--- config.mk ---
export PLATFORM = sky130hd
export DESIGN_NAME = two_queue_priority_runway_scheduler_top_flat
export DESIGN_NICKNAME = d
export VERILOG_FILES = /design/src/sv/rwy_pkg.sv /design/src/sv/rwy_ifs.sv /design/src/sv/two_queue_priority_runway_scheduler_top.sv /design/src/sv/rwy_stamp_ram.sv /design/src/sv/rwy_stats.sv /design/src/flat_wrapper.sv
export SDC_FILE = /design/constraint.sdc
export NUM_CORES = 1
export LEC_CHECK = 0
export BUFFER_PORTS_ARGS = -buffer_cell sky130_fd_sc_hd__buf_2
export CAP_MARGIN = 10
export CELL_PAD_IN_SITES_DETAIL_PLACEMENT = 1
export CELL_PAD_IN_SITES_GLOBAL_PLACEMENT = 2
export CORE_AREA = 4 4 237 355
export DETAILED_ROUTE_END_ITERATION = 16
export DIE_AREA = 0 0 241 359
export GPL_TIMING_DRIVEN = 0
export PLACE_DENSITY = 0.77
export SYNTH_ARGS = -nofsm -noshare
export SYNTH_HDL_FRONTEND = slang
export SYNTH_HIERARCHICAL = 1
export SYNTH_SLANG_ARGS = --single-unit
--- constraint.sdc ---
create_clock -name clk -period 5.3 [get_ports clk]
set_clock_uncertainty 0.2 [all_clocks]
set_input_delay 0.795 -clock clk [delete_from_list [all_inputs] [get_ports clk]]
set_output_delay 0.795 -clock clk [all_outputs]
set_load 0.03 [all_outputs]
--- src/sv/rwy_pkg.sv ---
// Package: shared constants, types and helpers for the runway scheduler.
`timescale 1ns / 1ps
`default_nettype none
package rwy_pkg;

  localparam int QUEUE_DEPTH  = 8;
  localparam int MAX_ARRIVALS = 7;
  localparam int TIME_BITS    = 16;
  localparam int MAXQUEUE     = 5;

  localparam int PTR_W  = $clog2(QUEUE_DEPTH);
  localparam int CNT_W  = $clog2(QUEUE_DEPTH + 1);
  localparam int ARR_W  = $clog2(MAX_ARRIVALS + 1);
  localparam int CAP_W  = 4;
  localparam int RUN_W  = 16;
  localparam int STAT_W = 32;

  localparam int CFG_IDX_W  = 2;
  localparam int CFG_DATA_W = 16;

  localparam logic [CFG_IDX_W-1:0] REG_QUEUE_CAPACITY = CFG_IDX_W'(0);
  localparam logic [CFG_IDX_W-1:0] REG_RUN_LENGTH     = CFG_IDX_W'(1);

  localparam logic [RUN_W-1:0] RUN_LEN_RESET = '1;

  typedef enum logic [1:0] {
    KIND_IDLE    = 2'd0,
    KIND_LANDING = 2'd1,
    KIND_TAKEOFF = 2'd2
  } kind_t;

  typedef enum logic [1:0] {
    S_IDLE,
    S_FILL,
    S_READ,
    S_SERVE
  } state_t;

  // one tick's worth of counter updates, applied on commit
  typedef struct packed {
    logic                 commit;
    logic                 active;
    kind_t                kind;
    logic [TIME_BITS-1:0] wait_val;
    logic [ARR_W:0]       arrivals;
    logic [ARR_W:0]       refused;
  } stat_upd_t;

  typedef struct packed {
    logic [STAT_W-1:0] total;
    logic [STAT_W-1:0] landed;
    logic [STAT_W-1:0] departed;
    logic [STAT_W-1:0] refused;
    logic [STAT_W-1:0] idle;
    logic [STAT_W-1:0] lwait;
    logic [STAT_W-1:0] twait;
  } stat_vals_t;

  function automatic logic [STAT_W-1:0] sat_add(input logic [STAT_W-1:0] a,
                                                input logic [STAT_W-1:0] b);
    logic [STAT_W:0] s;
    s = {1'b0, a} + {1'b0, b};
    return s[STAT_W] ? '1 : s[STAT_W-1:0];
  endfunction

  // zero or oversize capacity falls back to the built depth
  function automatic logic [CNT_W-1:0] usable_cap(input logic [CAP_W-1:0] c);
    logic [CNT_W-1:0] r;
    if (c == '0 || c > CAP_W'(QUEUE_DEPTH)) r = CNT_W'(QUEUE_DEPTH);
    else r = CNT_W'(c);
    return r;
  endfunction

endpackage
`default_nettype wire

--- src/sv/rwy_ifs.sv ---
// Interfaces: tick input, result output and configuration write channels.
`timescale 1ns / 1ps
`default_nettype none
interface rwy_in_if;
  import rwy_pkg::*;
  logic             valid;
  logic             ready;
  logic [ARR_W-1:0] landing_arrivals;
  logic [ARR_W-1:0] takeoff_arrivals;
  modport source(output valid, landing_arrivals, takeoff_arrivals, input ready);
  modport sink(input valid, landing_arrivals, takeoff_arrivals, output ready);
endinterface

interface rwy_out_if;
  import rwy_pkg::*;
  logic                 valid;
  logic                 ready;
  logic [1:0]           served_kind;
  logic [TIME_BITS-1:0] served_wait;
  logic [STAT_W-1:0]    total_requests;
  logic [STAT_W-1:0]    landed_count;
  logic [STAT_W-1:0]    departed_count;
  logic [STAT_W-1:0]    refused_count;
  logic [STAT_W-1:0]    idle_ticks;
  logic [STAT_W-1:0]    landing_wait_total;
  logic [STAT_W-1:0]    takeoff_wait_total;
  logic [CNT_W-1:0]     landing_waiting;
  logic [CNT_W-1:0]     takeoff_waiting;
  logic                 run_done;
  modport source(output valid, served_kind, served_wait, total_requests, landed_count,
                 departed_count, refused_count, idle_ticks, landing_wait_total,
                 takeoff_wait_total, landing_waiting, takeoff_waiting, run_done,
                 input ready);
  modport sink(input valid, served_kind, served_wait, total_requests, landed_count,
               departed_count, refused_count, idle_ticks, landing_wait_total,
               takeoff_wait_total, landing_waiting, takeoff_waiting, run_done,
               output ready);
endinterface

interface rwy_cfg_if;
  import rwy_pkg::*;
  logic                  valid;
  logic                  ready;
  logic [CFG_IDX_W-1:0]  index;
  logic [CFG_DATA_W-1:0] data;
  modport source(output valid, index, data, input ready);
  modport sink(input valid, index, data, output ready);
endinterface
`default_nettype wire

--- src/sv/two_queue_priority_runway_scheduler_top.sv ---
// Top level: tick sequencer, two stamp FIFOs, output register and config registers.
//
// One input transaction is one time tick carrying landing and takeoff arrival
// counts. Arrivals are stamped with the tick number and written one per cycle
// into each queue's stamp memory (both queues in parallel), refused ones are
// only counted. The landing head is then served, else the takeoff head, else
// the tick is idle; one result transaction follows each tick.
// The tick then passes through the fill, read and serve steps before the result
// is loaded; the write port of each stamp memory sets the length of the fill
// step, and in_ready returns the cycle after the result is loaded.
// Ticks past run_length only report the frozen totals with run_done set.
// The result sits in an output register; a new tick can be accepted while it
// waits, but that tick is held in its last step until the receiver takes the
// earlier result. The totals fields show the live counters, which move only
// when a new result is loaded.
// Synchronous reset empties both queues, zeroes tick and totals and restores
// queue_capacity 5 and run_length 65535. Config writes are always taken and
// belong only between ticks.
`timescale 1ns / 1ps
`default_nettype none
module two_queue_priority_runway_scheduler_top (
  input wire logic   clk,
  input wire logic   rst_n,
  rwy_in_if.sink     in_ch,
  rwy_out_if.source  out_ch,
  rwy_cfg_if.sink    cfg_ch
);
  import rwy_pkg::*;

  state_t state_r, state_nxt;

  logic [CAP_W-1:0]     qcap_r;
  logic [RUN_W-1:0]     run_len_r;
  logic [TIME_BITS-1:0] tick_r;
  logic [PTR_W-1:0]     lhead_r, ltail_r, thead_r, ttail_r;
  logic [CNT_W-1:0]     lcount_r, tcount_r;
  logic [ARR_W-1:0]     lfill_r, tfill_r;
  logic [ARR_W:0]       arr_r, ref_r;
  logic                 active_r;
  kind_t                kind_r;

  logic                 out_valid_r;
  kind_t                out_kind_r;
  logic [TIME_BITS-1:0] out_wait_r;
  logic [CNT_W-1:0]     out_lwait_r, out_twait_r;
  logic                 out_done_r;

  logic in_ready, accept, lwe, twe, lre, tre, commit;
  logic [TIME_BITS-1:0] lrd, trd, wait_calc, served_wait;
  logic [CNT_W-1:0]     cap, lfree, tfree, lcount_pop, tcount_pop;
  logic [ARR_W-1:0]     lacc, tacc;
  stat_upd_t            upd;
  stat_vals_t           vals;

  // arrival acceptance against the usable capacity
  always_comb begin
    cap   = usable_cap(qcap_r);
    lfree = (lcount_r >= cap) ? '0 : cap - lcount_r;
    tfree = (tcount_r >= cap) ? '0 : cap - tcount_r;
    lacc  = (CNT_W'(in_ch.landing_arrivals) < lfree) ? in_ch.landing_arrivals
                                                      : ARR_W'(lfree);
    tacc  = (CNT_W'(in_ch.takeoff_arrivals) < tfree) ? in_ch.takeoff_arrivals
                                                      : ARR_W'(tfree);
  end

  assign accept = in_ch.valid && in_ready;

  always_comb begin
    state_nxt = state_r;
    unique case (state_r)
      S_IDLE:  if (accept) state_nxt = S_FILL;
      S_FILL:  if (lfill_r <= ARR_W'(1) && tfill_r <= ARR_W'(1)) state_nxt = S_READ;
      S_READ:  state_nxt = S_SERVE;
      S_SERVE: if (commit) state_nxt = S_IDLE;
      default: state_nxt = S_IDLE;
    endcase
  end

  always_comb begin
    in_ready = 1'b0;
    lwe      = 1'b0;
    twe      = 1'b0;
    lre      = 1'b0;
    tre      = 1'b0;
    commit   = 1'b0;
    unique case (state_r)
      S_IDLE:  in_ready = 1'b1;
      S_FILL: begin
        lwe = (lfill_r != '0);
        twe = (tfill_r != '0);
      end
      S_READ: begin
        // reads are issued in the step after the last write, so no forwarding is needed
        lre = active_r && (lcount_r != '0);
        tre = active_r && (lcount_r == '0) && (tcount_r != '0);
      end
      S_SERVE: commit = !out_valid_r || out_ch.ready;
      default: ;
    endcase
  end

  rwy_stamp_ram u_land_ram (
    .clk(clk), .we(lwe), .waddr(ltail_r), .wdata(tick_r),
    .re(lre), .raddr(lhead_r), .rdata(lrd)
  );

  rwy_stamp_ram u_take_ram (
    .clk(clk), .we(twe), .waddr(ttail_r), .wdata(tick_r),
    .re(tre), .raddr(thead_r), .rdata(trd)
  );

  assign wait_calc   = tick_r - ((kind_r == KIND_LANDING) ? lrd : trd);
  assign served_wait = (kind_r == KIND_IDLE) ? '0 : wait_calc;
  assign lcount_pop  = lcount_r - CNT_W'(kind_r == KIND_LANDING);
  assign tcount_pop  = tcount_r - CNT_W'(kind_r == KIND_TAKEOFF);

  always_comb begin
    upd.commit   = commit;
    upd.active   = active_r;
    upd.kind     = kind_r;
    upd.wait_val = served_wait;
    upd.arrivals = arr_r;
    upd.refused  = ref_r;
  end

  rwy_stats u_stats (.clk(clk), .rst_n(rst_n), .upd(upd), .vals(vals));

  // control state
  always_ff @(posedge clk) begin
    if (!rst_n) begin
      state_r     <= S_IDLE;
      qcap_r      <= CAP_W'(MAXQUEUE);
      run_len_r   <= RUN_LEN_RESET;
      tick_r      <= '0;
      lhead_r     <= '0;
      ltail_r     <= '0;
      lcount_r    <= '0;
      thead_r     <= '0;
      ttail_r     <= '0;
      tcount_r    <= '0;
      lfill_r     <= '0;
      tfill_r     <= '0;
      active_r    <= 1'b0;
      kind_r      <= KIND_IDLE;
      out_valid_r <= 1'b0;
    end else begin
      state_r <= state_nxt;
      if (cfg_ch.valid && cfg_ch.ready) begin
        unique case (cfg_ch.index)
          REG_QUEUE_CAPACITY: qcap_r <= cfg_ch.data[CAP_W-1:0];
          REG_RUN_LENGTH:     run_len_r <= cfg_ch.data[RUN_W-1:0];
          default: ;
        endcase
      end
      if (accept) begin
        if (RUN_W'(tick_r) < run_len_r) begin
          active_r <= 1'b1;
          tick_r   <= tick_r + TIME_BITS'(1);
          lfill_r  <= lacc;
          tfill_r  <= tacc;
        end else begin
          active_r <= 1'b0;
          lfill_r  <= '0;
          tfill_r  <= '0;
        end
      end
      if (lwe) begin
        ltail_r  <= ltail_r + PTR_W'(1);
        lcount_r <= lcount_r + CNT_W'(1);
        lfill_r  <= lfill_r - ARR_W'(1);
      end
      if (twe) begin
        ttail_r  <= ttail_r + PTR_W'(1);
        tcount_r <= tcount_r + CNT_W'(1);
        tfill_r  <= tfill_r - ARR_W'(1);
      end
      if (state_r == S_READ) begin
        kind_r <= lre ? KIND_LANDING : (tre ? KIND_TAKEOFF : KIND_IDLE);
      end
      if (commit) begin
        lcount_r <= lcount_pop;
        tcount_r <= tcount_pop;
        if (kind_r == KIND_LANDING) lhead_r <= lhead_r + PTR_W'(1);
        if (kind_r == KIND_TAKEOFF) thead_r <= thead_r + PTR_W'(1);
        out_valid_r <= 1'b1;
      end else if (out_ch.ready) begin
        out_valid_r <= 1'b0;
      end
    end
  end

  // payload registers
  always_ff @(posedge clk) begin
    if (accept) begin
      if (RUN_W'(tick_r) < run_len_r) begin
        arr_r <= (ARR_W+1)'(in_ch.landing_arrivals) + (ARR_W+1)'(in_ch.takeoff_arrivals);
        ref_r <= (ARR_W+1)'(in_ch.landing_arrivals - lacc)
               + (ARR_W+1)'(in_ch.takeoff_arrivals - tacc);
      end else begin
        arr_r <= '0;
        ref_r <= '0;
      end
    end
    if (commit) begin
      out_kind_r  <= kind_r;
      out_wait_r  <= served_wait;
      out_lwait_r <= lcount_pop;
      out_twait_r <= tcount_pop;
      out_done_r  <= (RUN_W'(tick_r) >= run_len_r);
    end
  end

  assign in_ch.ready  = in_ready;
  assign cfg_ch.ready = 1'b1;

  assign out_ch.valid              = out_valid_r;
  assign out_ch.served_kind        = out_kind_r;
  assign out_ch.served_wait        = out_wait_r;
  assign out_ch.total_requests     = vals.total;
  assign out_ch.landed_count       = vals.landed;
  assign out_ch.departed_count     = vals.departed;
  assign out_ch.refused_count      = vals.refused;
  assign out_ch.idle_ticks         = vals.idle;
  assign out_ch.landing_wait_total = vals.lwait;
  assign out_ch.takeoff_wait_total = vals.twait;
  assign out_ch.landing_waiting    = out_lwait_r;
  assign out_ch.takeoff_waiting    = out_twait_r;
  assign out_ch.run_done           = out_done_r;

  a_lring: assert property (@(posedge clk) disable iff (!rst_n)
    PTR_W'(ltail_r - lhead_r) == lcount_r[PTR_W-1:0])
    else $error("landing pointers disagree with occupancy");

  a_tring: assert property (@(posedge clk) disable iff (!rst_n)
    PTR_W'(ttail_r - thead_r) == tcount_r[PTR_W-1:0])
    else $error("takeoff pointers disagree with occupancy");

  a_ldepth: assert property (@(posedge clk) disable iff (!rst_n)
    lcount_r <= CNT_W'(QUEUE_DEPTH) && tcount_r <= CNT_W'(QUEUE_DEPTH))
    else $error("queue occupancy beyond built depth");

  a_serve_nonempty: assert property (@(posedge clk) disable iff (!rst_n)
    (state_r == S_SERVE && kind_r == KIND_LANDING) |-> lcount_r != '0)
    else $error("landing served from an empty queue");

  a_out_from_serve: assert property (@(posedge clk) disable iff (!rst_n)
    $rose(out_valid_r) |-> $past(state_r == S_SERVE))
    else $error("result raised outside the serve step");

endmodule
`default_nettype wire

--- src/sv/rwy_stamp_ram.sv ---
// Arrival stamp memory: one write port, one read port, registered read data.
`timescale 1ns / 1ps
`default_nettype none
module rwy_stamp_ram (
  input  wire logic                         clk,
  input  wire logic                         we,
  input  wire logic [rwy_pkg::PTR_W-1:0]     waddr,
  input  wire logic [rwy_pkg::TIME_BITS-1:0] wdata,
  input  wire logic                         re,
  input  wire logic [rwy_pkg::PTR_W-1:0]     raddr,
  output      logic [rwy_pkg::TIME_BITS-1:0] rdata
);
  import rwy_pkg::*;

  logic [TIME_BITS-1:0] mem_r [QUEUE_DEPTH];
  logic [TIME_BITS-1:0] rdata_r;

  always_ff @(posedge clk) begin
    if (we) begin
      mem_r[waddr] <= wdata;
    end
  end

  always_ff @(posedge clk) begin
    if (re) begin
      rdata_r <= mem_r[raddr];
    end
  end

  assign rdata = rdata_r;

endmodule
`default_nettype wire

--- src/sv/rwy_stats.sv ---
// Saturating running totals, updated once per committed active tick.
`timescale 1ns / 1ps
`default_nettype none
module rwy_stats (
  input  wire logic               clk,
  input  wire logic               rst_n,
  input  wire rwy_pkg::stat_upd_t  upd,
  output      rwy_pkg::stat_vals_t vals
);
  import rwy_pkg::*;

  stat_vals_t vals_r, vals_nxt;
  logic [STAT_W-1:0] wait_ext;

  assign wait_ext = STAT_W'(upd.wait_val);

  always_comb begin
    vals_nxt = vals_r;
    if (upd.commit && upd.active) begin
      vals_nxt.total   = sat_add(vals_r.total, STAT_W'(upd.arrivals));
      vals_nxt.refused = sat_add(vals_r.refused, STAT_W'(upd.refused));
      unique case (upd.kind)
        KIND_LANDING: begin
          vals_nxt.landed = sat_add(vals_r.landed, STAT_W'(1));
          vals_nxt.lwait  = sat_add(vals_r.lwait, wait_ext);
        end
        KIND_TAKEOFF: begin
          vals_nxt.departed = sat_add(vals_r.departed, STAT_W'(1));
          vals_nxt.twait    = sat_add(vals_r.twait, wait_ext);
        end
        default: begin
          vals_nxt.idle = sat_add(vals_r.idle, STAT_W'(1));
        end
      endcase
    end
  end

  always_ff @(posedge clk) begin
    if (!rst_n) begin
      vals_r <= '0;
    end else begin
      vals_r <= vals_nxt;
    end
  end

  assign vals = vals_r;

endmodule
`default_nettype wire
--- src/flat_wrapper.sv ---
// flat-port wrapper written by rule: the top's interface ports become plain ports
module two_queue_priority_runway_scheduler_top_flat import rwy_pkg::*;
  (clk, rst_n, in_ch_valid, in_ch_landing_arrivals, in_ch_takeoff_arrivals, in_ch_ready, out_ch_valid, out_ch_served_kind, out_ch_served_wait, out_ch_total_requests, out_ch_landed_count, out_ch_departed_count, out_ch_refused_count, out_ch_idle_ticks, out_ch_landing_wait_total, out_ch_takeoff_wait_total, out_ch_landing_waiting, out_ch_takeoff_waiting, out_ch_run_done, out_ch_ready, cfg_ch_valid, cfg_ch_index, cfg_ch_data, cfg_ch_ready);
  rwy_in_if in_ch_i ();
  rwy_out_if out_ch_i ();
  rwy_cfg_if cfg_ch_i ();
  input wire logic clk;
  input wire logic rst_n;
  input wire logic [$bits(in_ch_i.valid)-1:0] in_ch_valid;
  input wire logic [$bits(in_ch_i.landing_arrivals)-1:0] in_ch_landing_arrivals;
  input wire logic [$bits(in_ch_i.takeoff_arrivals)-1:0] in_ch_takeoff_arrivals;
  output wire logic [$bits(in_ch_i.ready)-1:0] in_ch_ready;
  output wire logic [$bits(out_ch_i.valid)-1:0] out_ch_valid;
  output wire logic [$bits(out_ch_i.served_kind)-1:0] out_ch_served_kind;
  output wire logic [$bits(out_ch_i.served_wait)-1:0] out_ch_served_wait;
  output wire logic [$bits(out_ch_i.total_requests)-1:0] out_ch_total_requests;
  output wire logic [$bits(out_ch_i.landed_count)-1:0] out_ch_landed_count;
  output wire logic [$bits(out_ch_i.departed_count)-1:0] out_ch_departed_count;
  output wire logic [$bits(out_ch_i.refused_count)-1:0] out_ch_refused_count;
  output wire logic [$bits(out_ch_i.idle_ticks)-1:0] out_ch_idle_ticks;
  output wire logic [$bits(out_ch_i.landing_wait_total)-1:0] out_ch_landing_wait_total;
  output wire logic [$bits(out_ch_i.takeoff_wait_total)-1:0] out_ch_takeoff_wait_total;
  output wire logic [$bits(out_ch_i.landing_waiting)-1:0] out_ch_landing_waiting;
  output wire logic [$bits(out_ch_i.takeoff_waiting)-1:0] out_ch_takeoff_waiting;
  output wire logic [$bits(out_ch_i.run_done)-1:0] out_ch_run_done;
  input wire logic [$bits(out_ch_i.ready)-1:0] out_ch_ready;
  input wire logic [$bits(cfg_ch_i.valid)-1:0] cfg_ch_valid;
  input wire logic [$bits(cfg_ch_i.index)-1:0] cfg_ch_index;
  input wire logic [$bits(cfg_ch_i.data)-1:0] cfg_ch_data;
  output wire logic [$bits(cfg_ch_i.ready)-1:0] cfg_ch_ready;
  assign in_ch_i.valid = in_ch_valid;
  assign in_ch_i.landing_arrivals = in_ch_landing_arrivals;
  assign in_ch_i.takeoff_arrivals = in_ch_takeoff_arrivals;
  assign in_ch_ready = in_ch_i.ready;
  assign out_ch_valid = out_ch_i.valid;
  assign out_ch_served_kind = out_ch_i.served_kind;
  assign out_ch_served_wait = out_ch_i.served_wait;
  assign out_ch_total_requests = out_ch_i.total_requests;
  assign out_ch_landed_count = out_ch_i.landed_count;
  assign out_ch_departed_count = out_ch_i.departed_count;
  assign out_ch_refused_count = out_ch_i.refused_count;
  assign out_ch_idle_ticks = out_ch_i.idle_ticks;
  assign out_ch_landing_wait_total = out_ch_i.landing_wait_total;
  assign out_ch_takeoff_wait_total = out_ch_i.takeoff_wait_total;
  assign out_ch_landing_waiting = out_ch_i.landing_waiting;
  assign out_ch_takeoff_waiting = out_ch_i.takeoff_waiting;
  assign out_ch_run_done = out_ch_i.run_done;
  assign out_ch_i.ready = out_ch_ready;
  assign cfg_ch_i.valid = cfg_ch_valid;
  assign cfg_ch_i.index = cfg_ch_index;
  assign cfg_ch_i.data = cfg_ch_data;
  assign cfg_ch_ready = cfg_ch_i.ready;
  two_queue_priority_runway_scheduler_top u_core (.clk(clk), .rst_n(rst_n), .in_ch(in_ch_i), .out_ch(out_ch_i), .cfg_ch(cfg_ch_i));
endmodule
==> out/metrics.csv, run 1 <==
stage,metric,value,unit
yosys,async_flop_share,0,%
worst_setup_path,critPathCaptureType,flop,
floorplanning,start_util,35.9,%
pwr,combPwrFrac,13.1,%
global_routing,grt_max_degree,27,
min_path,min_path_type,in2reg,
sta,finalCriticalPeriod,5.12,ns
placement,io_buffers,281,
global_routing,grt_pass1_wl,142000,um
yosys,ys_ff_latch,615,
clocking,cts_max_level,3,
clocking,cts_hold_buf,0,
route,dr.pass1.iters,5,
yosys,syn_area,29100,um^2
pwr,p_leak,13.4,nW
yosys,synth_common_cells,"edfxtp_1, dfxtp_1, a21oi_1, nor2_1, nand2_1",
floorplanning,die_w,241,um
worst_setup_path,path_max_fanout,6,
pwr,power_frac_clock,40.5,%
route,avgRoutedWirePerCell,23.8,um
placement,place_area,32100,um^2
global_routing,antenna_found_initial,8,
worst_setup_path,worstPathRequired,5.62,ns
placement,gp_congestion,0.842,
worst_setup_path,slowest_delay,0.54,ns
yosys,synth_top_area_share,33.4,%
sta,setup_viol,0,
clocking,ctsRootBufferMaster,clkbuf_16,
clocking,cts_buffers,66,
placement,dp.final_hpwl,70500,um
worst_setup_path,arrival,5.43,ns
yosys,netlist_instances,2492,
yosys,yosysSeqAreaShare,53.5,%
yosys,synth_cell_types,87,
clocking,cts_tree,done,
finish,area.growth.synth_to_final,20.3,%
yosys,syn_avg_cell_area,11.7,um^2
sta,worst_pin_slew,1.06,ns
finish,register_area,15600,um^2
clocking,cts_sinks,615,
min_path,holdPathStages,3,
worst_setup_path,crit_type,reg2reg,
status,run_status,finished clean,
finish,n_fill_cell,8689,
route,drtIter0Drc,1235,
pwr,p_switching,3.03,mW
pwr,peakVddDrop,0.194,mV
finish,nNetsFinal,3040,
flow_run,maxCapViolCount,0,
sta,relSlewSlack,29.3,%
finish,multi_input_area,13200,um^2
worst_setup_path,rr_worst_depth,18,
pwr,p_seq_share,46.4,%
route,final_antenna_net_count,0,
finish,layout-drive-gt1-share,21.6,%
yosys,yosysTopAreaCell,edfxtp_1,
sta,setup_tns,0,ns
clocking,clk_pin_slew,0.06,ns
yosys,yosys_warnings,6,
yosys,synth-edff-count,323,
global_routing,gr-usage-all-layers,21.3,%
floorplanning,die_area,86500,um^2
clocking,clockBufferDepth,3,
worst_setup_path,crit_slowest_cell,or4_1,
floorplanning,num_rows,128,
placement,place_ws,-2.22,ns
global_routing,grt_pass1_vias,23200,
worst_setup_path,crit_path_cell_trace,nor2b_4 > buf_6 > buf_12 > buf_4 > mux2i_1 > ha_1 > o21a_1 > o21ai_0 > a31oi_4 > a221oi_2 > mux2_4 > ha_4 > nand4_1 > or4_1 > o211ai_1 > nand4_1 > nor2b_2 > a211oi_1,
finish,final_area,34900,um^2
yosys,syn_nets,2652,
route,routed_wirelength,94400,um
clocking,worstSkewPairLatency,0.62,ns
route,dr_total_vias,21800,
sta,postLayoutSetupSlackWorst,0.182,ns
yosys,synth_most_common_cell,edfxtp_1,
pwr,power_switching_share,26.0,%
pwr,p_int,8.60,mW
floorplanning,dieHeight,359,um
yosys,synth_area_leaders,"edfxtp_1, dfxtp_1, mux4_1",
worst_setup_path,worst_setup_path_start_kind,flop,
sta,hold_violations,0,
worst_setup_path,cp_common_cell,nand4_1,
route,via_per_inst,5.48,
yosys,ys_dominant_reg_cell,edfxtp_1,
sta,hold_slack,0.217,ns
global_routing,grt-ovfl-total,0,
pwr,p_per_area,333,nW/um^2
sta,period_share,96.6,%
floorplanning,placeableCoreArea,81000,um^2
route,drc,0,
floorplanning,ios,283,
sta,fmax,195,MHz
sta,slew_violations,0,
cells by family (layout without fill, tap and decap cells):
kind of cell / after synthesis / count (layout) / share of synthesized area (%)
simple gates: 712 / 712 / 12.4
buf+inv: 184 / 625 / 2.76
flops: 615 / 615 / 53.5
fa+ha+maj: 131 / 131 / 6.00
xor+xnor: 204 / 204 / 6.15
mux: 129 / 129 / 8.07
other cells: 1 / 2 / 0.0129
compound gates: 516 / 516 / 11.1
power by group through the flow:
| stage | Clock, mW | Sequential (mW) | Combinational, mW |
|---|---|---|---|
| floorplan | 0 | 5.50 | 0.952 |
| global placement | 0 | 5.49 | 1.37 |
| detailed placement | 0 | 5.50 | 1.48 |
| CTS | 4.87 | 5.40 | 1.50 |
| global route | 5.08 | 5.42 | 1.68 |
| finish | 4.71 | 5.40 | 1.52 |
worst paths after layout:
check               startpoint                       to  slack, ns
min             cfg_ch_data[7]      u_core/run_len_r[7]       0.22
max reg2reg   u_core/kind_r[0]  u_core/u_stats/vals[61]       0.18
min reg2reg  u_core/thead_r[1]        u_core/thead_r[1]       0.30
max           u_core/kind_r[0]  u_core/u_stats/vals[61]       0.18
state kept, by name, indices dropped and copies added (netlist names), 3 cells and up:
name / count
u_core/u_take_ram/mem_r: 128
u_core/u_land_ram/rdata: 16
u_core/lfill_r: 3
u_core/run_len_r: 16
u_core/lhead_r: 3
u_core/u_take_ram/rdata: 16
u_core/thead_r: 3
u_core/arr_r: 4
u_core/out_ch.takeoff_waiting: 4
u_core/u_land_ram/mem_r: 128
u_core/lcount_r: 4
u_core/ltail_r: 3
u_core/ref_r: 4
u_core/ttail_r: 3
u_core/qcap_r: 4
u_core/tfill_r: 3
u_core/tcount_r: 4
u_core/out_ch.served_wait: 16
u_core/tick_r: 16
u_core/out_ch.landing_waiting: 4
u_core/u_stats/vals: 224
area by class of cell:
cell class | count | share of cell area, %
Sequential cell | 615 | 44.5
Timing Repair Buffer | 325 | 5.34
Clock inverter | 29 | 0.895
Tap cell | 1040 | 3.72
Clock buffer | 92 | 5.36
Buffer | 93 | 1.42
Antenna cell | 1 | 0.00716
Inverter | 86 | 0.924
Multi-Input combinational cell | 1693 | 37.8
cell usage in the layout (no fill, tap or decap), types with 9 or more instances in the layout:
master     synthesis  routed
edfxtp_1         323     323
dfxtp_1          292     287
buf_2              5     284
a21oi_1          232     221
nand2_1          154     154
nor2_1           161     145
xor2_1           128     128
ha_1             117     109
nand3_1          109     106
inv_1             86      85
o21ai_0           86      83
clkbuf_1          67      77
xnor2_1           76      76
clkbuf_16          0      69
and3_1            66      66
mux4_1            56      56
nand4_1           49      49
nor3_1            50      36
mux2_2            35      34
mux2i_1           30      27
buf_4              1      27
a21oi_2           17      26
o211ai_1          25      25
a31oi_1           25      23
a21o_1            22      22
and4_1            23      22
a211oi_1          22      19
buf_6             13      18
nor2b_1           20      17
clkinv_2           0      16
and2_1            15      15
nand2b_1          16      14
nor2_2             0      14
fa_1              14      14
nor3_2             2      13
buf_8              0      12
o221a_2           12      12
o21a_1            11      11
buf_1             10       9
o211a_1            9       9
through the flow:
stage          util [%]  power, mW  cells
2_1_floorplan         -       6.45   2492
3_3_place_gp       39.2       6.86   3813
3_5_place_dp       39.6       6.98   3832
4_1_cts            42.7       11.8   3961
5_1_grt            43.1       12.2   3973
6_report           43.1       11.6   3974
worst max-delay path: cells and delay by family (launching register included):
family          cells  cell delay, ns
compound gates      6            1.46
simple gates        5            1.26
mux                 2            0.71
fa+ha+maj           2            0.65
buf+inv             3            0.40
flops               1            0.35
layer usage:
layer | part of all wire (%) | GRT usage (%) | routed length, um | vias up
met3 | 5.4 | 3.94 | 5130 | 153
met4 | 4.0 | 8.67 | 3820 | 0
li1 | - | - | - | 10100
met5 | 0 | 0 | 0 | -
met1 | 39 | 24.2 | 36300 | 11000
met2 | 52 | 38.9 | 49100 | 531
timing repair:
action / in CTS / in global routing
setup buffers: 11 / 14
pin swaps: 6 / 13
gates resized for setup: 64 / 42
endpoints found under the setup margin: 67 / 67
hold endpoints to repair: 0 / 0
Power figures use the tool's default switching activity.
==> run 2, diff against run 1 <==
--- a/config.mk
+++ b/config.mk
@@ -9,12 +9,11 @@
 export CAP_MARGIN = 10
 export CELL_PAD_IN_SITES_DETAIL_PLACEMENT = 1
 export CELL_PAD_IN_SITES_GLOBAL_PLACEMENT = 2
-export CORE_AREA = 4 4 237 355
+export CORE_AREA = 4 4 236 354
 export DETAILED_ROUTE_END_ITERATION = 16
-export DIE_AREA = 0 0 241 359
+export DIE_AREA = 0 0 240 358
 export GPL_TIMING_DRIVEN = 0
 export PLACE_DENSITY = 0.77
 export SYNTH_ARGS = -nofsm -noshare
 export SYNTH_HDL_FRONTEND = slang
-export SYNTH_HIERARCHICAL = 1
 export SYNTH_SLANG_ARGS = --single-unit
==> run 2 against run 1 <==
Via count down 1.8%. Worst hold slack worse by 0.035 ns. Non-clock buffer count increased by 19. Combinational power grew 5%. Clock-buffer cell count fell by 17. Core utilization down 0.51 points. Highest routed layer is now met5.
==> out/metrics.csv, run 2 <==
stage,metric,value,unit
finish,nNetsFinal,3009,
yosys,ys_ff_latch,615,
finish,final_area,34400,um^2
yosys,yosysTopAreaCell,edfxtp_1,
status,run_status,finished clean,
pwr,power_frac_clock,37.7,%
clocking,cts_hold_buf,0,
worst_setup_path,worst_setup_path_start_kind,flop,
pwr,power_switching_share,26.9,%
yosys,synth_area_leaders,"edfxtp_1, dfxtp_1, ha_1",
finish,multi_input_area,12800,um^2
worst_setup_path,slowest_delay,0.51,ns
yosys,yosys_warnings,0,
global_routing,grt_pass1_wl,139000,um
finish,register_area,15600,um^2
sta,finalCriticalPeriod,5.11,ns
route,dr.pass1.iters,5,
route,dr_total_vias,21400,
yosys,async_flop_share,0,%
yosys,synth_top_area_share,33.7,%
finish,final_util,42.6,%
floorplanning,start_util,35.6,%
worst_setup_path,crit_family,adder cells,
finish,layout_common_cells,"edfxtp_1, buf_2, dfxtp_1, a21oi_1, nor2_1",
global_routing,grt_max_degree,25,
yosys,synth_most_common_cell,edfxtp_1,
worst_setup_path,crit_type,reg2reg,
worst_setup_path,r2r-end,u_core.ref_r[1],
sta,hold_violations,0,
placement,place_area,31800,um^2
placement,gp_congestion,0.864,
finish,largest_reg_flops,224,
yosys,syn_area,28800,um^2
worst_setup_path,cp_common_cell,inv_1,
yosys,synth-edff-count,323,
clocking,worstSkewPairLatency,0.66,ns
finish,layout-drive-gt1-share,24.0,%
finish,n_fill_cell,8716,
sta,postLayoutSetupSlackWorst,0.191,ns
yosys,syn_nets,2616,
route,drc,0,
global_routing,antenna_found_initial,3,
yosys,yosysSeqAreaShare,54.1,%
sta,fmax,196,MHz
worst_setup_path,path_max_fanout,5,
placement,dp.final_hpwl,69600,um
floorplanning,num_rows,128,
floorplanning,dieHeight,358,um
pwr,p_leak,12.8,nW
global_routing,grt-ovfl-total,0,
worst_setup_path,critPathBufInv,3,
clocking,cts_buffers,58,
sta,worst_pin_slew,1.21,ns
clocking,clk_pin_slew,0.07,ns
worst_setup_path,arrival,5.30,ns
pwr,p_per_area,329,nW/um^2
sta,slew_violations,0,
clocking,cts_sinks,615,
sta,relSlewSlack,19.4,%
floorplanning,ios,283,
sta,setup_viol,0,
worst_setup_path,cp_num_cells,20,
sta,rsz0062_at_grt,true,
yosys,synth_cell_types,88,
min_path,min_path_type,in2reg,
worst_setup_path,rr_worst_depth,20,
placement,io_buffers,281,
clocking,clockBufferDepth,3,
min_path,holdPathStages,3,
finish,area.growth.synth_to_final,19.6,%
route,avgRoutedWirePerCell,23.6,um
route,final_antenna_net_count,0,
floorplanning,die_area,85900,um^2
route,drtIter0Drc,1182,
worst_setup_path,regToRegStartpoint,u_core.qcap_r[3],
flow_run,maxCapViolCount,0,
pwr,p_seq_share,48.2,%
pwr,finalPower,11.3,mW
clocking,cts_tree,done,
clocking,ctsRootBufferMaster,clkbuf_16,
floorplanning,placeableCoreArea,80700,um^2
yosys,netlist_instances,2454,
worst_setup_path,r2r_setup_slack,0.19,ns
pwr,p_int,8.28,mW
worst_setup_path,crit_slowest_cell,fa_2,
route,routed_wirelength,92700,um
min_path,hp-start,cfg_ch_data[4],
worst_setup_path,crit_start,u_core.qcap_r[3],
global_routing,gr-usage-all-layers,21.0,%
worst_setup_path,critPathCaptureType,flop,
yosys,synth_common_cells,"edfxtp_1, dfxtp_1, a21oi_1, nor2_1, nand2_1",
worst_setup_path,crit_path_cell_trace,nand2b_4 > ha_2 > fa_2 > nor2b_4 > o21ai_1 > o2bb2ai_2 > or3_4 > ha_1 > o21ai_0 > a21oi_1 > o22ai_2 > mux2i_2 > fa_1 > inv_1 > fa_1 > inv_1 > ha_2 > inv_1 > fa_2 > nor2_1,
placement,place_ws,-1.65,ns
pwr,p_switching,3.05,mW
yosys,syn_avg_cell_area,11.7,um^2
worst_setup_path,crit_path_end,u_core.ref_r[1],
sta,period_share,96.4,%
pwr,peakVddDrop,0.274,mV
finish,final_common_cell,edfxtp_1,
route,via_per_inst,5.43,
clocking,cts_max_level,2,
floorplanning,die_w,240,um
worst_setup_path,worstPathRequired,5.49,ns
yosys,ys_dominant_reg_cell,edfxtp_1,
global_routing,grt_pass1_vias,23000,
pwr,combPwrFrac,14.1,%
==> run 2: changes by cell type in the layout (fill, tap and decap cells not counted), moves of 18 or more <==
cell	before	now
mux4_1	56	0
mux4_2	8	64
o21ai_0	83	37
xor2_1	128	91
inv_1	85	111
nand3_1	106	83
nor2_1	145	166
and3_1	66	48
==> run 2: routing by layer <==
layer  GRT usage, %  vias to the layer above  routed length, um
met5              0                        -                 13
met4           8.27                        2               4000
met3           3.24                      177               4310
met2           39.5                      512              49100
met1           23.4                    10800              35300
li1               -                     9895                  -
==> run 2: power by group through the flow <==
stage | registers, mW | logic, mW | clock network (mW)
after floorplan | 5.54 | 0.978 | 0
after global placement | 5.55 | 1.41 | 0
after detailed placement | 5.56 | 1.53 | 0
after CTS | 5.46 | 1.57 | 4.38
after global routing | 5.48 | 1.78 | 4.58
final | 5.46 | 1.60 | 4.27
==> run 2: what timing repair did <==
item | CTS | global route
gates cloned | 2 | 1
pin swaps | 19 | 25
endpoints found under the setup margin | 67 | 66
buffers inserted | 14 | 16
gates resized for setup | 57 | 47
endpoints found under the hold margin | 0 | 0
==> run 2: worst min-delay path by stage <==
stage	endpoint	slack, ns
after CTS	u_core.run_len_r[5]	0.14
final	u_core.run_len_r[4]	0.18
after global routing	u_core.run_len_r[14]	0.17
after floorplan	u_core.out_ch.served_kind[1]	0.23
after global placement	u_core.out_ch.served_kind[1]	0.24
after detailed placement	u_core.out_ch.served_kind[1]	0.26
==> run 2: layout make-up <==
type                       instances  share of cell area (%)
multi-input combinational       1621                    37.2
inverter                         114                    1.25
clock buffer                      75                    4.61
buffer                           103                    1.32
clock inverter                    33                    1.01
antenna                            1                 0.00728
sequential                       615                    45.2
tap                             1040                    3.78
timing repair buffer             334                    5.62
==> run 2: logic make-up after synthesis <==
family	share of synthesized area (%)
AOI/OAI and AO/OA	11.3
xor gates and xnor gates	5.60
adders and majority gates	6.15
buffers and inverters	3.03
DFF	54.1
muxes	7.35
other	0.0130
and+or+nand+nor	12.5
==> run 2: through the flow <==
stage          TNS [ns]  cells  hold slack (ns)
2_1_floorplan         0   2454            0.234
3_3_place_gp     -76.36   3775            0.241
3_5_place_dp     -89.79   3796            0.260
4_1_cts               0   3919            0.139
5_1_grt          -0.113   3936            0.169
6_report              0   3936            0.182
==> run 2: worst min-delay path: stages <==
cell and delay, ns:
buf_2 0.08, nand2_1 0.04, o211ai_1 0.08
==> run 3, diff against run 2 <==
--- a/config.mk
+++ b/config.mk
@@ -9,11 +9,12 @@
 export CAP_MARGIN = 10
 export CELL_PAD_IN_SITES_DETAIL_PLACEMENT = 1
 export CELL_PAD_IN_SITES_GLOBAL_PLACEMENT = 2
-export CORE_AREA = 4 4 236 354
+export CORE_AREA = 4 4 218 326
 export DETAILED_ROUTE_END_ITERATION = 16
-export DIE_AREA = 0 0 240 358
+export DIE_AREA = 0 0 222 330
 export GPL_TIMING_DRIVEN = 0
-export PLACE_DENSITY = 0.77
+export PLACE_DENSITY = 0.86
 export SYNTH_ARGS = -nofsm -noshare
 export SYNTH_HDL_FRONTEND = slang
+export SYNTH_HIERARCHICAL = 1
 export SYNTH_SLANG_ARGS = --single-unit
==> constraint.sdc (replaced) <==
create_clock -name clk -period 6.18 [get_ports clk]
set_clock_uncertainty 0.2 [all_clocks]
set_input_delay 0.927 -clock clk [delete_from_list [all_inputs] [get_ports clk]]
set_output_delay 0.927 -clock clk [all_outputs]
set_load 0.03 [all_outputs]
==> run 3 against run 2 <==
Setup slack gained 0.20 ns. Combinational power down 21%. First-iteration DRC count is 8.0% higher. Total power down 15%. Critical endpoint is now u_core/u_stats/vals[52]. Largest cell class unchanged.
==> out/metrics.csv, run 3 (same netlist as run 1, synthesis figures left out) <==
stage,metric,value,unit
status,run_status,finished clean,
sta,worst_pin_slew,1.26,ns
route,final_antenna_net_count,0,
global_routing,antenna_found_initial,1,
worst_setup_path,crit_path_cell_trace,nor2b_1 > buf_4 > buf_6 > mux2i_2 > ha_1 > nor2b_1 > o211ai_1 > a31oi_1 > o2111ai_2 > a31oi_1 > a221oi_1 > mux2_2 > ha_2 > o21ai_0 > a21oi_1 > nor2_1 > o31ai_4 > and2_1 > buf_2 > a21oi_1 > a311oi_1,
finish,stdcell_count,3791,
floorplanning,placeableCoreArea,67900,um^2
route,drc,0,
route,drtIter0Drc,1276,
finish,largest_reg_flops,224,
min_path,min_path_type,reg2reg,
floorplanning,ios,283,
placement,dp_cells,3679,
sta,rsz0062_at_grt,false,
worst_setup_path,worst_setup_path_start_kind,flop,
clocking,ctsRootBufferMaster,clkbuf_16,
pwr,p_per_area,285,nW/um^2
clocking,cts_max_level,2,
clocking,cts_sinks,615,
global_routing,grt_pass1_wl,140000,um
route,routed_wirelength,92600,um
worst_setup_path,path_max_fanout,10,
finish,area.growth.synth_to_final,17.1,%
route,avgRoutedWirePerCell,24.4,um
pwr,p_leak,13.1,nW
route,dr_total_vias,21800,
flow_run,maxCapViolCount,0,
worst_setup_path,arrival,6.13,ns
finish,nNetsFinal,3009,
sta,setup_viol,0,
sta,fmax,173,MHz
floorplanning,dieHeight,330,um
sta,slew_violations,0,
finish,layout_common_cells,"edfxtp_1, dfxtp_1, buf_2, a21oi_1, nand2_1",
placement,gp_congestion,0.878,
route,via_per_inst,5.74,
clocking,clk_pin_slew,0.06,ns
worst_setup_path,critPathCaptureType,flop,
worst_setup_path,slowest_delay,0.45,ns
sta,hold_violations,0,
clocking,cts_hold_buf,0,
sta,hold_slack,0.280,ns
floorplanning,num_rows,117,
route,dr.pass1.iters,5,
floorplanning,die_w,222,um
placement,io_buffers,281,
worst_setup_path,crit_type,reg2reg,
clocking,worstSkewPairLatency,0.64,ns
global_routing,grt-ovfl-total,0,
finish,final_common_cell,edfxtp_1,
finish,layout-drive-gt1-share,19.1,%
floorplanning,start_util,42.8,%
sta,finalCriticalPeriod,5.79,ns
global_routing,grt_max_degree,26,
worst_setup_path,worstPathRequired,6.52,ns
placement,dp.final_hpwl,69600,um
global_routing,grt_pass1_vias,23400,
sta,relSlewSlack,16.2,%
sta,period_share,93.8,%
floorplanning,die_area,73300,um^2
global_routing,gr-usage-all-layers,24.6,%
worst_setup_path,crit_slowest_cell,mux2_2,
clocking,clockBufferDepth,3,
pwr,peakVddDrop,0.223,mV
clocking,cts_tree,done,
clocking,cts_buffers,61,
## run 3: cell types whose count changed in the layout (fill, tap and decap cells not counted), sizes merged, moves of 17 or more
| cell | before | now |
|---|---|---|
| inv | 116 | 90 |
| and3 | 49 | 67 |
| xnor2 | 93 | 76 |
| o221a | 38 | 12 |
| xor2 | 91 | 128 |
| a21oi | 219 | 249 |
| buf | 360 | 327 |
| nand3 | 87 | 110 |
| o21ai | 52 | 90 |
| nor2 | 179 | 161 |
## run 3: path summary, 6_finish.rpt
kind	slack, ns	from	to	cells past startpoint
worst min register to register	0.28	u_core/thead_r[1]	u_core/thead_r[1]	2
worst max-delay path	0.39	u_core/kind_r[0]	u_core/u_stats/vals[52]	21
worst min-delay path	0.28	u_core/thead_r[1]	u_core/thead_r[1]	2
worst max register to register	0.39	u_core/kind_r[0]	u_core/u_stats/vals[52]	21
## run 3: per-stage QoR
step	setup slack [ns]	total power [mW]	instance area, um^2	util (%)	TNS [ns]
finish	0.386	9.68	34000	50.1	0
detailed placement	-1.57	6.00	31800	46.9	-71.90
global placement	-1.46	5.88	31600	46.5	-63.89
CTS	0.00791	9.79	34000	50.0	0
floorplan	0.703	5.53	29100	-	0
global route	0.00379	10.1	34000	50.1	0
## run 3: layout make-up
class | count | area [um^2]
fillers | 7234 | 33900
flip-flops and latches | 615 | 15500
multi-input cells | 1693 | 12900
clock buffers | 82 | 1740
repair buffers | 298 | 1620
well taps | 892 | 1120
plain buffers | 94 | 475
inverters | 86 | 323
clock inverters | 29 | 285
diodes | 2 | 5.00
## run 3: critical path: cells and delay by family (launching register included)
family,cells,cell delay (ns)
simple gates,4,0.67
flops,1,0.43
buf+inv,3,0.68
mux,2,0.77
fa+ha+maj,2,0.71
compound gates,10,2.22
## run 3: report_power, final
part / leakage, nW / switching, mW / internal [mW]
registers: 5.31 / 0.133 / 4.51
logic: 6.82 / 0.775 / 0.489
clock network: 0.991 / 1.64 / 2.14
total: 13.1 / 2.54 / 7.14
## run 3: per-layer routing
layer | up-vias | share of wire [%] | GRT usage, %
met5 | - | 0 | 0
met4 | 0 | 4.4 | 9.81
met3 | 177 | 4.3 | 3.69
met2 | 544 | 53 | 47.2
met1 | 11000 | 38 | 27.1
li1 | 10000 | - | -
## run 3: timing repair
action                     4_1_cts  5_1_grt
setup buffers                    1        2
pin swaps                        1        1
setup endpoints to repair       64       62
gates resized for setup         23       11
